File: config.mk
export PLATFORM = sky130hd
export DESIGN_NAME = six_bit_text_decoder
export DESIGN_NICKNAME = d
export VERILOG_FILES = /design/src/design/sbtd_pkg.sv /design/src/design/six_bit_text_decoder.sv
export SDC_FILE = /design/constraint.sdc
export NUM_CORES = 1
export LEC_CHECK = 0
export BUFFER_PORTS_ARGS = -buffer_cell sky130_fd_sc_hd__buf_4
export CORE_MARGIN = 2
export CORE_UTILIZATION = 50
export DETAILED_ROUTE_END_ITERATION = 10
export GPL_ROUTABILITY_DRIVEN = 0
export PLACE_DENSITY = 0.71
export SLEW_MARGIN = 20
export SYNTH_ARGS = -nofsm -noshare
export SYNTH_HDL_FRONTEND = slang
export SYNTH_SLANG_ARGS = --single-unit
File: constraint.sdc
create_clock -name i_clk -period 3.09 [get_ports i_clk]
set_input_delay 0.309 -clock i_clk [delete_from_list [all_inputs] [get_ports i_clk]]
set_output_delay 0.309 -clock i_clk [all_outputs]
set_load 0.03 [all_outputs]
File: src/design/sbtd_pkg.sv
// ----------------------------------------------------------------------------
// sbtd_pkg
// shared constants and types for the six-bit text decoder
// ----------------------------------------------------------------------------
`default_nettype none

package sbtd_pkg;

    localparam int COUNT_BITS = 16;
    localparam int CAP_BITS   = 16;
    localparam int CMP_BITS   = (COUNT_BITS > CAP_BITS) ? COUNT_BITS : CAP_BITS;

    localparam logic [7:0]          SYMBOL_OFFSET = 8'h3c;
    localparam logic [CAP_BITS-1:0] CAP_RESET     = {CAP_BITS{1'b1}};

    typedef logic [7:0]            t_char;
    typedef logic [7:0]            t_byte;
    typedef logic [CAP_BITS-1:0]   t_cap;
    typedef logic [COUNT_BITS-1:0] t_count;
    typedef logic [15:0]           t_length;

    typedef enum logic [1:0] {
        PH_FIRST  = 2'd0,
        PH_SECOND = 2'd1,
        PH_THIRD  = 2'd2,
        PH_FOURTH = 2'd3
    } t_phase;

endpackage

`default_nettype wire

File: src/design/six_bit_text_decoder.sv
// ----------------------------------------------------------------------------
// six_bit_text_decoder
// decodes an offset six-bit alphabet string into bytes, while not stalled one character a cycle
// ----------------------------------------------------------------------------
//  channel  | direction | handshake                    | payload
//  char     | in        | i_char_valid / o_char_stall  | i_char_in
//  result   | out       | o_res_valid / i_res_stall    | byte_valid, data_byte,
//           |           |                              | done_res, bad_char, length
//  cfg      | in        | i_cfg_valid / o_cfg_ready    | i_cfg_data (out_capacity)
//
//  one transaction per cycle unless the input is stalled; result appears the cycle after acceptance
//  decode state and result register update in the same edge as acceptance
//  input stalls only while a held result is stalled downstream
//  reset clears decode state and sets capacity to all ones
// ----------------------------------------------------------------------------
`default_nettype none

module six_bit_text_decoder (
    input  wire                   i_clk,
    input  wire                   i_rst_n,
    input  wire                   i_char_valid,
    output logic                  o_char_stall,
    input  wire  sbtd_pkg::t_char i_char_in,
    output logic                  o_res_valid,
    input  wire                   i_res_stall,
    output logic                  o_byte_valid,
    output sbtd_pkg::t_byte       o_data_byte,
    output logic                  o_done_res,
    output logic                  o_bad_char,
    output sbtd_pkg::t_length     o_length,
    input  wire                   i_cfg_valid,
    output logic                  o_cfg_ready,
    input  wire  sbtd_pkg::t_cap  i_cfg_data
);
    import sbtd_pkg::*;

    t_cap   r_capacity;
    t_byte  r_partial, n_partial;
    t_phase r_phase, n_phase;
    t_count r_count, n_count;
    logic   r_halted, n_halted;
    logic   r_error, n_error;

    logic    r_res_valid;
    logic    r_byte_valid, n_byte_valid;
    t_byte   r_data_byte, n_data_byte;
    logic    r_done, n_done;
    logic    r_bad, n_bad;
    t_length r_length, n_length;

    logic                char_acc;
    logic [5:0]          sym;
    logic [CMP_BITS-1:0] cap_ext;
    logic [CMP_BITS-1:0] cnt_max_ext;
    logic [CMP_BITS-1:0] cap_eff;
    logic [CMP_BITS-1:0] cnt_ext;
    logic [CMP_BITS-1:0] len_ext;

    assign o_cfg_ready  = 1'b1;
    assign o_char_stall = r_res_valid && i_res_stall;
    assign char_acc     = i_char_valid && !o_char_stall;

    assign sym         = i_char_in[5:0] - SYMBOL_OFFSET[5:0];
    assign cap_ext     = CMP_BITS'(r_capacity);
    assign cnt_max_ext = CMP_BITS'({COUNT_BITS{1'b1}});
    assign cap_eff     = (cap_ext < cnt_max_ext) ? cap_ext : cnt_max_ext;

    always_comb begin
        n_partial    = r_partial;
        n_phase      = r_phase;
        n_count      = r_count;
        n_halted     = r_halted;
        n_error      = r_error;
        n_byte_valid = 1'b0;
        n_data_byte  = '0;
        n_done       = 1'b0;
        cnt_ext      = '0;
        if (i_char_in == '0) begin
            n_done = 1'b1;
        end else if (!r_halted) begin
            if (i_char_in < SYMBOL_OFFSET) begin
                n_error  = 1'b1;
                n_halted = 1'b1;
                n_count  = '0;
            end else if (CMP_BITS'(r_count) >= cap_eff) begin
                n_halted = 1'b1;
            end else begin
                n_phase = t_phase'(r_phase + 2'd1);
                case (r_phase)
                    PH_FIRST: begin
                        n_partial = {sym, 2'b00};
                    end
                    PH_SECOND: begin
                        n_data_byte = r_partial | {6'b000000, sym[5:4]};
                        n_partial   = {sym[3:0], 4'b0000};
                    end
                    PH_THIRD: begin
                        n_data_byte = r_partial | {4'b0000, sym[5:2]};
                        n_partial   = {sym[1:0], 6'b000000};
                    end
                    PH_FOURTH: begin
                        n_data_byte = r_partial | {2'b00, sym};
                        n_partial   = '0;
                    end
                    default: begin
                        n_partial = '0;
                    end
                endcase
                if (r_phase != PH_FIRST) begin
                    n_byte_valid = 1'b1;
                    n_count      = r_count + COUNT_BITS'(1);
                end
            end
        end
        n_bad    = n_error;
        cnt_ext  = CMP_BITS'(n_count);
        len_ext  = n_error ? '0 : cnt_ext;
        n_length = len_ext[15:0];
    end

    always_ff @(posedge i_clk) begin
        if (!i_rst_n) begin
            r_capacity <= CAP_RESET;
        end else if (i_cfg_valid && o_cfg_ready) begin
            r_capacity <= i_cfg_data;
        end
    end

    always_ff @(posedge i_clk) begin
        if (!i_rst_n) begin
            r_partial <= '0;
            r_phase   <= PH_FIRST;
            r_count   <= '0;
            r_halted  <= 1'b0;
            r_error   <= 1'b0;
        end else if (char_acc) begin
            if (n_done) begin
                r_partial <= '0;
                r_phase   <= PH_FIRST;
                r_count   <= '0;
                r_halted  <= 1'b0;
                r_error   <= 1'b0;
            end else begin
                r_partial <= n_partial;
                r_phase   <= n_phase;
                r_count   <= n_count;
                r_halted  <= n_halted;
                r_error   <= n_error;
            end
        end
    end

    always_ff @(posedge i_clk) begin
        if (!i_rst_n) begin
            r_res_valid <= 1'b0;
        end else if (char_acc) begin
            r_res_valid <= 1'b1;
        end else if (!i_res_stall) begin
            r_res_valid <= 1'b0;
        end
    end

    always_ff @(posedge i_clk) begin
        if (char_acc) begin
            r_byte_valid <= n_byte_valid;
            r_data_byte  <= n_data_byte;
            r_done       <= n_done;
            r_bad        <= n_bad;
            r_length     <= n_length;
        end
    end

    assign o_res_valid  = r_res_valid;
    assign o_byte_valid = r_byte_valid;
    assign o_data_byte  = r_data_byte;
    assign o_done_res   = r_done;
    assign o_bad_char   = r_bad;
    assign o_length     = r_length;

    // string end clears the decode state
    a_clear_on_end: assert property (@(posedge i_clk) disable iff (!i_rst_n)
        char_acc && (i_char_in == '0) |=> (r_count == '0) && (r_phase == PH_FIRST)
            && !r_halted && !r_error)
        else $error("decode state not cleared after end of string");

    // an error result always reports zero length
    a_err_len: assert property (@(posedge i_clk) disable iff (!i_rst_n)
        o_res_valid && o_bad_char |-> (o_length == '0))
        else $error("nonzero length with bad character");

    // a halted string produces no bytes
    a_halt_quiet: assert property (@(posedge i_clk) disable iff (!i_rst_n)
        char_acc && r_halted |=> !o_byte_valid)
        else $error("byte produced while halted");

    // end of string result never carries a byte
    a_done_nobyte: assert property (@(posedge i_clk) disable iff (!i_rst_n)
        o_res_valid && o_done_res |-> !o_byte_valid && (o_data_byte == '0))
        else $error("byte on end of string result");

    // no byte is emitted at the first character of a group
    a_phase_byte: assert property (@(posedge i_clk) disable iff (!i_rst_n)
        char_acc && (r_phase == PH_FIRST) |=> !o_byte_valid)
        else $error("byte emitted on first character of a group");

endmodule

`default_nettype wire
## Word level (Yosys, flattened, before mapping)

Cells that the tools add are included.

- Output and inout bits: 30
- Bits in registers: 72
- Word-level logic and storage cells: 70
- Input port bits: 29

- Add/sub/neg operators: 3
- $lt $le $gt $ge: 3
- Equal/unequal tests: 8
- Reductions and logical operators: 9
- Bitwise logic cells: 3
- Multiplexer cells: 32

Operators with widths:

| kind | count |
|---|---|
| 16-bit 2-to-1 mux | 7 |
| 8-bit 2-to-1 mux | 5 |
| 8-bit one-hot mux with 4 select lines | 1 |
| 8-bit one-hot mux with 3 select lines | 1 |
| 16-bit by 1-bit adder with 16-bit output, second input constant | 1 |
| 16-bit >= comparator | 1 |
| 16-bit less-than comparator, second input constant | 1 |
| 1-bit 2-to-1 mux | 13 |
| 2-bit 2-to-1 mux | 5 |
| 8-bit logical NOT | 1 |
| 8-bit by 6-bit less-than comparator with 1-bit output, second input constant | 1 |
| 8-bit by 2-bit bitwise OR with 8-bit output | 1 |
| 8-bit by 4-bit bitwise OR with 8-bit output | 1 |
| 8-bit by 6-bit bitwise OR with 8-bit output | 1 |
| 2-bit != test, second input constant | 3 |
| 6-bit subtractor, second input constant | 1 |
| 5-bit AND reduction | 1 |
| 2-bit equality test, second input constant | 2 |
| 2-bit by 1-bit != test with 1-bit output, second input constant | 2 |
| 4-bit OR reduction | 1 |
| 2-bit by 1-bit adder with 2-bit output, second input constant | 1 |
| 2-bit by 1-bit equality test with 1-bit output, second input constant | 1 |
| 1-bit logical AND | 2 |
| 2-bit logical NOT | 1 |
| 3 further kinds | 3 |

## Longest topological paths before layout

Gate-level depths: netlist of run 1.

- Depth after elaboration: 8
- Depth in mapped cells: 9
- Depth with buffers taken out: 9

## Worst setup path before layout of run 1

No wires, ideal clock.

- Path type: register to register
- From: register r_count[0]
- To: register r_length[6] (netlist: o_length[6]) (data pin)
- Data required time: 2,932 ps
- Arrival: 2,171 ps
- Period minus slack after synthesis: 2,329 ps
- Library setup time: 158 ps
- Setup slack: 761 ps
- Path buffers: 1
- Cell stages (with the launch flop): 10
- Cell sequence: dfxtp_1 > inv_1 > ha_1 > nand2b_1 > a2111o_1 > nand3_2 > buf_4 > nand3_1 > or4_1 > o211ai_1

- Cells in the longest elaborated chain, start to end: 6
- Elaborated cells between the ends (all ways): 7
- Classes of those cells: add/sub: 1; order compare: 1; mux: 5

Ends and longest elaborated chain:

| element | line | RTL |
|---|---|---|
| start, declared | six_bit_text_decoder.sv:40 | `t_count r_count, n_count;` |
| start signal, assigned | six_bit_text_decoder.sv:146 | `r_count <= n_count;` |
| 16-bit by 1-bit adder with 16-bit output | six_bit_text_decoder.sv:111 | `n_count = r_count + COUNT_BITS'(1);` |
| 16-bit 2-to-1 mux | six_bit_text_decoder.sv:109 | `if (r_phase != PH_FIRST) begin` |
| 16-bit 2-to-1 mux * | six_bit_text_decoder.sv:85 | `end else if (CMP_BITS'(r_count) >= cap_eff) begin` |
| 16-bit 2-to-1 mux * | six_bit_text_decoder.sv:81 | `if (i_char_in < SYMBOL_OFFSET) begin` |
| 16-bit 2-to-1 mux * | six_bit_text_decoder.sv:80 | `end else if (!r_halted) begin` |
| 16-bit 2-to-1 mux * | six_bit_text_decoder.sv:78 | `if (i_char_in == '0) begin` |
| end signal, assigned | six_bit_text_decoder.sv:169 | `r_length <= n_length;` |
| end, declared | six_bit_text_decoder.sv:49 | `t_length r_length, n_length;` |

Every way passes the cells marked *; elsewhere a longest branch is shown, timed or not.
A chain may end at the register's enable or synchronous reset.

## Final worst setup path of run 1

- From: register r_count[0]
- To: register r_length[3] (netlist: o_length[3]) (data pin)

The elaborated chain is that of the path after synthesis.

==> summary.md, run 1 <==
| Metric | Value |
|---|---|
| Die width | `92.45 um` |
| Footprint of the flip-flops and latches | `1672 sq um` |
| Number of standard-cell rows in the floorplan | `32` |
| Int Power | `1.442 mW` |
| Post-route DRC | `0` |
| Startpoint of the worst hold path | `i_cfg_data[9]` |
| GR Overflow Total | `0` |
| Total area of multi-input combinational cells | `2006 sq um` |
| Avg Inst Size Synth | `8.909 sq um` |
| Maximum clock rate | `350.2 MHz` |
| Max Cap Viol | `0` |
| Pre-CTS setup slack | `335.6 ps` |
| Period minus WS final | `2856 ps` |
| Wire length of the first global-routing pass | `15440 um` |
| Share of cells above drive strength 1 | `18.26%` |
| Part of the total power dissipated in the clock network | `32.9%` |
| Total standard cell area after synthesis | `3911 sq um` |
| Register bit total from synthesis | `70` |
| Unique cell type count in the Yosys netlist | `61` |
| Largest delay contributor family on the critical path | `simple AND/OR/NAND/NOR gates` |
| Arrival time worst endpoint | `3060 ps` |
| Number of I/O pins | `59` |
| Initial detailed-routing violation count | `295` |
| Setup Fix Bufs, Post-CTS | `0` |
| Clk root buf | `sky130_fd_sc_hd__clkbuf_8` |
| Design Power | `2.034 mW` |
| Reported net switching power | `591.6 uW` |
| CP max FO | `15` |
| Longest individual stage delay on the worst path | `550 ps` |
| Proportion of synthesized flip-flops having asynchronous set or reset | `0%` |
| Dominant synthesized flop cell | `sky130_fd_sc_hd__dfxtp_1` |
| Vias in the first global route | `3125` |
| IO buf count | `57` |
| Synthesis-to-finish area growth | `17.15%` |
| IR drop worst, VDD | `285.9 uV` |
| Cell with the most instances after synthesis | `sky130_fd_sc_hd__nand2_1` |
| Slowest cell on the critical path | `sky130_fd_sc_hd__or4_1` |
| Final-layout fill cell count | `695` |
| Total clock sinks | `70` |
| Relative contribution of combinational cells to total power | `16.6%` |
| Worst-case headroom to the max-slew limit | `40.87%` |
| Number of buffers and inverters on the critical path | `1` |
| Length in cells of the worst reg-to-reg path | `8` |
| Post-CTS Hold Fix Bufs | `0` |
| Clock-pin slew on the worst setup and hold paths | `80 ps` |
| Capture instance of the worst register-to-register path | `o_length[3]` |
| Path category of the worst min-delay check | `in2reg` |
| Count of H-tree levels built during CTS | `3` |
| Critical Path Start Type | `flip-flop` |
| Unrepaired setup endpoints after global routing | `false` |
| Count of final max-slew check failures | `0` |
| Total Routing Usage GR | `22.59%` |
| First-pass iteration count of the detailed router | `5` |
| WL final | `9546 um` |
| Vertical die dimension | `92.45 um` |
| Overall via count from detail_route | `3601` |
| Result of the run | `completed` |
| Cell type with the largest total area after synthesis | `sky130_fd_sc_hd__dfxtp_1` |
| Routed WL per cell | `16.04 um` |
| Crit path required time | `3290 ps` |
| Synthesized net count | `491` |
| Slew of the pin with the lowest slew margin | `883.7 ps` |
| Final worst-path setup slack | `234.2 ps` |
| CTS tree | `built` |
| Leakage power summed over all cells | `1.907 nW` |
| EDFF count, synth | `27` |
| Count of nets after finishing | `540` |
| Crit share post-route | `92.42%` |
| Setup TNS | `0 ps` |
| Core Footprint | `7647 sq um` |
| Most numerous cell on the critical path | `sky130_fd_sc_hd__nand3_2` |
| Source of the worst register-to-register timing path | `r_count[0]` |
| Final worst hold slack | `165.5 ps` |
| Sequential share of the synthesized area | `42.74%` |
| Number of cells on the worst hold path | `3` |
| Die outline area | `8546 sq um` |
| Endpoint with the worst hold slack | `cap_ext[9]` |
| Number of instances in the synthesized netlist | `439` |
| Maximum root-to-sink buffer count | `2` |
| Worst-Skew Late Latency | `350 ps` |
| Post-route ant nets | `0` |
| Synth top cells by count | `59 x sky130_fd_sc_hd__nand2_1, 43 x sky130_fd_sc_hd__dfxtp_1, 33 x sky130_fd_sc_hd__inv_1, 27 x sky130_fd_sc_hd__edfxtp_1, 23 x sky130_fd_sc_hd__ha_1` |
| Maximum number of pins on one net before global-route repair | `35` |
| Worst-path cell chain | `inv_1 > ha_1 > nand2b_1 > a2111o_1 > nand3_2 > nand3_2 > or4_1 > a21oi_1` |
| Flop-to-flop setup slack | `230 ps` |
| Total power divided by cell area | `443.8 nW/um^2` |
| Via density per instance | `6.052` |
| Switching share of power | `29.09%` |
| Yosys warnings | `0` |
| Count of instances resized after the clock tree is built | `0` |
| Half-perimeter wire length after placement | `6784 um` |
| Number of diodes | `0` |
| Final-report setup violation count | `0` |
| Count of endpoints failing hold in the final timing report | `0` |
| Part of the power in registers | `50.4%` |
| Yosys top cell area share | `22.01%` |
| Initial antenna violation count | `0` |
| Category of the critical setup timing path | `reg2reg` |
| Top post-synthesis cells by area | `sky130_fd_sc_hd__dfxtp_1 22%, sky130_fd_sc_hd__edfxtp_1 21%, sky130_fd_sc_hd__ha_1 7.4%` |
| Worst setup EP type | `flip-flop` |
| Clock Skews | `13.81 ps` |
| Initial standard-cell utilization of the core | `51.15%` |
| TritonCTS Buffers | `9` |
[layout by cell type, fill, tap and decap left out, drive strengths merged, types with 3 or more instances in the layout]
cell type / n
dfxtp: 43
mux2i: 3
and3: 6
or3: 17
o211ai: 21
a22oi: 4
nor4: 5
a31oi: 15
or4: 6
clkinv: 5
and4: 4
buf: 62
nand2: 59
a22o: 5
clkbuf: 11
nor2: 16
edfxtp: 27
inv: 35
nand4: 12
ha: 23
nor3: 14
nand3: 22
o21ai: 20
a21oi: 21
[per-stage QoR]
step | cell area, sq um | instances | util (%)
after floorplan | 3911 | 439 | -
after global placement | 4405 | 579 | 57.61
after detailed placement | 4405 | 579 | 57.61
after CTS | 4582 | 595 | 59.91
after global routing | 4582 | 595 | 59.91
final | 4582 | 595 | 59.91
[tightest hold or removal path: stages]
cell and delay [ps]:
sky130_fd_sc_hd__buf_4 70, sky130_fd_sc_hd__nand2_1 40, sky130_fd_sc_hd__o211ai_1 60
[power by group through the flow]
stage,sequential [mW],combinational [mW],clock [mW]
after global placement,1.05,0.329,0
after detailed placement,1.05,0.335,0
after global routing,1.03,0.369,0.716
after CTS,1.03,0.336,0.683
final,1.03,0.338,0.670
after floorplan,1.08,0.176,0
[logic make-up (layout without fill, tap and decap cells)]
kind of cell | count (synthesis) | count (layout) | synth area share [%]
other | 1 | 1 | 0.09588
AO/OA/AOI/OAI | 110 | 110 | 19.16
buffers and inverters | 60 | 114 | 5.982
flip-flops | 70 | 70 | 42.74
multiplexers | 3 | 3 | 0.7678
adder cells (fa/ha/maj) | 23 | 23 | 7.358
XOR/XNOR | 2 | 2 | 0.4479
AND/OR/NAND/NOR | 170 | 170 | 23.45
[metal layers]
layer | vias up | routed length (um) | track usage, %
met5 | - | 0 | 0
met4 | 0 | 139 | 7.090
met3 | 17 | 663 | 5.614
met2 | 146 | 4374 | 33.45
met1 | 1704 | 4369 | 32.43
li1 | 1734 | - | -
[how the worst max path moves through the flow]
stage | from | endpoint | slack, ps | cells after the start
2_1_floorplan | r_count[0] | o_length[6] | 760 | 9
3_3_place_gp | r_count[0] | o_length[3] | 440 | 8
3_5_place_dp | r_count[0] | o_length[3] | 340 | 8
4_1_cts | r_count[0] | o_length[3] | 310 | 8
5_1_grt | r_count[0] | r_count[3] | 110 | 8
6_report | r_count[0] | o_length[3] | 230 | 8
[cell type report]
class                      instances  share of cell area, %
timing repair buffer              62                  10.16
sequential                        70                  36.48
clock inverter                     5                 0.7646
multi-input combinational        309                  43.77
inverter                          36                  2.949
tap                              102                  2.785
clock buffer                      11                  3.086
[flip-flops by register name (all words and copies together), names as in the netlist]
| name | count |
|---|---|
| cap_ext | 16 |
| o_bad_char | 1 |
| o_byte_valid | 1 |
| o_data_byte | 8 |
| o_done_res | 1 |
| o_length | 16 |
| o_res_valid | 1 |
| r_count | 16 |
| r_error | 1 |
| r_halted | 1 |
| r_partial | 6 |
| r_phase | 2 |
Power figures use the tool's default switching activity.
==> inputs of run 2 (changes only) <==
--- a/config.mk
+++ b/config.mk
@@ -11,6 +11,7 @@
 export DETAILED_ROUTE_END_ITERATION = 10
 export GPL_ROUTABILITY_DRIVEN = 0
 export PLACE_DENSITY = 0.71
+export RECOVER_POWER = 25
 export SLEW_MARGIN = 20
 export SYNTH_ARGS = -nofsm -noshare
 export SYNTH_HDL_FRONTEND = slang
==> constraint.sdc (replaced) <==
create_clock -name i_clk -period 2.9 [get_ports i_clk]
set_input_delay 0.29 -clock i_clk [delete_from_list [all_inputs] [get_ports i_clk]]
set_output_delay 0.29 -clock i_clk [all_outputs]
set_load 0.03 [all_outputs]
==> run 2 against run 1 <==
  * Clock power up 5.7%
  * Routed wire length down 0.21%
  * Final area up 0.27%
  * Register-to-register slack worse by 30 ps
  * Sequential power up 6%
  * Clock skew down 4.1 ps
  * Critical path type unchanged
  * Largest power group unchanged
  * Worst setup slack worse by 25 ps
  * Via count down 1.4%
  * Highest routed layer unchanged
  * Non-clock buffer count up 8
  * Critical path depth up 2
==> summary.md, run 2 (same netlist as run 1, synthesis figures left out) <==
| Metric | Value |
|---|---|
| Result of the run | `completed` |
| Synthesis-to-finish area growth | `17.47%` |
| Slowest cell on the critical path | `sky130_fd_sc_hd__dfxtp_1` |
| Clock-pin slew on the worst setup and hold paths | `70 ps (about the same)` |
| Period minus WS final | `2691 ps (-165.0 ps)` |
| Vertical die dimension | `92.45 um (unchanged)` |
| Wire length of the first global-routing pass | `15840 um (+2.5%)` |
| Vias in the first global route | `3362 (+7.6%)` |
| Most frequent cells in the layout | `59 x sky130_fd_sc_hd__nand2_1, 57 x sky130_fd_sc_hd__buf_4, 43 x sky130_fd_sc_hd__dfxtp_1, 34 x sky130_fd_sc_hd__inv_1, 27 x sky130_fd_sc_hd__edfxtp_1` |
| Leakage power summed over all cells | `1.904 nW (-0.15%)` |
| Max Cap Viol | `0 (unchanged)` |
| Part of the total power dissipated in the clock network | `32.9% (about the same)` |
| Switching share of power | `28.09% (-1.0 points)` |
| Crit share post-route | `92.79% (+0.37 points)` |
| Worst setup EP type | `flip-flop` |
| Most common cell after layout, fill and taps aside | `sky130_fd_sc_hd__nand2_1` |
| Total Routing Usage GR | `23.14% (+0.55 points)` |
| Count of final max-slew check failures | `0 (unchanged)` |
| IO buf count | `57 (unchanged)` |
| Number of standard-cell rows in the floorplan | `32 (unchanged)` |
| Worst-path cell chain | `inv_1 > ha_1 > nand2b_1 > a2111o_1 > nand3_2 > buf_4 > and3_1 > nand2_1 > inv_1 > and3_1` |
| CP max FO | `10 (-5)` |
| Largest delay contributor family on the critical path | `simple AND/OR/NAND/NOR gates` |
| Clock Skews | `9.687 ps (-4.126 ps)` |
| IR drop worst, VDD | `282.9 uV (-1.1%)` |
| Count of endpoints failing hold in the final timing report | `0 (unchanged)` |
| Post-CTS Hold Fix Bufs | `0 (unchanged)` |
| Total power divided by cell area | `468.1 nW/um^2 (+5.5%)` |
| TritonCTS Buffers | `9 (unchanged)` |
| Via density per instance | `5.886 (-2.8%)` |
| Post-route DRC | `0 (unchanged)` |
| Overall via count from detail_route | `3549 (-1.4%)` |
| Crit path required time | `3110 ps (-180 ps)` |
| Initial detailed-routing violation count | `326 (+11%)` |
| Post-route ant nets | `0 (unchanged)` |
| Routed WL per cell | `15.80 um (-1.5%)` |
| Part of the power in registers | `50.9% (+0.5 points)` |
| Final-layout fill cell count | `687 (-1.2%)` |
| Design Power | `2.151 mW (+5.8%)` |
| Maximum clock rate | `371.6 MHz (+6.1%)` |
| Setup Fix Bufs, Post-CTS | `0 (unchanged)` |
| Clk root buf | `sky130_fd_sc_hd__clkbuf_8` |
| Number of diodes | `0 (unchanged)` |
| Int Power | `1.547 mW (+7.3%)` |
| Final-report setup violation count | `0 (unchanged)` |
| Number of I/O pins | `59 (unchanged)` |
| Maximum root-to-sink buffer count | `2 (unchanged)` |
| Path category of the worst min-delay check | `in2reg` |
| Unrepaired setup endpoints after global routing | `false` |
| Setup TNS | `0 ps (unchanged)` |
| Count of instances resized after the clock tree is built | `0 (unchanged)` |
| First-pass iteration count of the detailed router | `7 (+2)` |
| WL final | `9526 um (-0.21%)` |
| Reported net switching power | `604.1 uW (+2.1%)` |
| Longest individual stage delay on the worst path | `470 ps (-80 ps)` |
| Initial antenna violation count | `0 (unchanged)` |
| Category of the critical setup timing path | `reg2reg` |
| Core Footprint | `7647 sq um (unchanged)` |
| Maximum number of pins on one net before global-route repair | `32 (-8.6%)` |
| Worst-Skew Late Latency | `340 ps (about the same)` |
| Die width | `92.45 um (unchanged)` |
| Critical Path Start Type | `flip-flop` |
| Half-perimeter wire length after placement | `6884 um (+1.5%)` |
| Final core utilization | `60.08% (+0.16 points)` |
| Final worst hold slack | `162.8 ps (-2.655 ps)` |
| GR Overflow Total | `0 (unchanged)` |
| Share of cells above drive strength 1 | `16.77% (-1.5 points)` |
| CTS tree | `built` |
| Arrival time worst endpoint | `2900 ps (-160 ps)` |
| Die outline area | `8546 sq um (unchanged)` |
| Count of nets after finishing | `548 (+1.5%)` |
| Total clock sinks | `70 (unchanged)` |
| Initial standard-cell utilization of the core | `51.15% (unchanged)` |
| Number of buffers and inverters on the critical path | `3 (+2)` |
| Count of H-tree levels built during CTS | `3 (unchanged)` |
| Relative contribution of combinational cells to total power | `16.2% (-0.4 points)` |
==> run 2: layout make-up <==
cell class	count	area (sq um)	area share [%]
Clock buffer	12	155.1	3.377
Sequential cell	70	1672	36.38
Multi-Input combinational cell	309	2006	43.65
Inverter	36	135.1	2.941
Clock inverter	4	22.52	0.4902
Tap cell	102	127.6	2.778
Timing Repair Buffer	70	476.7	10.38
==> run 2: worst reg2reg max path, cell delays in order, from the launching register on <==
cell and delay, ps:
sky130_fd_sc_hd__dfxtp_1 470, sky130_fd_sc_hd__inv_1 130, sky130_fd_sc_hd__ha_1 300, sky130_fd_sc_hd__nand2b_1 140, sky130_fd_sc_hd__a2111o_1 420, sky130_fd_sc_hd__nand3_2 140, sky130_fd_sc_hd__buf_4 190, sky130_fd_sc_hd__and3_1 260
sky130_fd_sc_hd__nand2_1 210, sky130_fd_sc_hd__inv_1 130, sky130_fd_sc_hd__and3_1 170
==> run 2: worst paths after layout <==
kind | startpoint | endpoint | slack, ps | depth (start not counted)
max | r_count[0] | o_data_byte[6] | 210 | 10
min | i_cfg_data[2] | cap_ext[2] | 160 | 3
max reg2reg | r_count[0] | o_data_byte[6] | 210 | 10
min reg2reg | cap_ext[13] | cap_ext[13] | 490 | 2
==> run 2: per-layer routing <==
metal  global-route usage (%)  share of wire (%)  vias up  wire [um]
met5                        0                  0        -          0
met4                    9.204                1.6        0        153
met3                    4.557                7.1       17        677
met2                    36.25                 46      144       4404
met1                    31.51                 45     1630       4290
li1                         -                  -     1758          -
==> run 2: power by group through the flow <==
stage / Combinational (mW) / Clock [mW] / Sequential [mW]
3_5_place_dp: 0.356 / 0 / 1.12
4_1_cts: 0.357 / 0.722 / 1.09
3_3_place_gp: 0.349 / 0 / 1.11
6_report: 0.349 / 0.708 / 1.09
2_1_floorplan: 0.188 / 0 / 1.16
5_1_grt: 0.380 / 0.759 / 1.10
==> run 2: through the flow <==
step,std cells,instance area [sq um],setup slack (ps)
finish,603,4594,209.2
global route,603,4594,24.87
CTS,603,4643,261.8
detailed placement,587,4466,291.1
global placement,587,4466,345.7
floorplan,439,3911,570.7
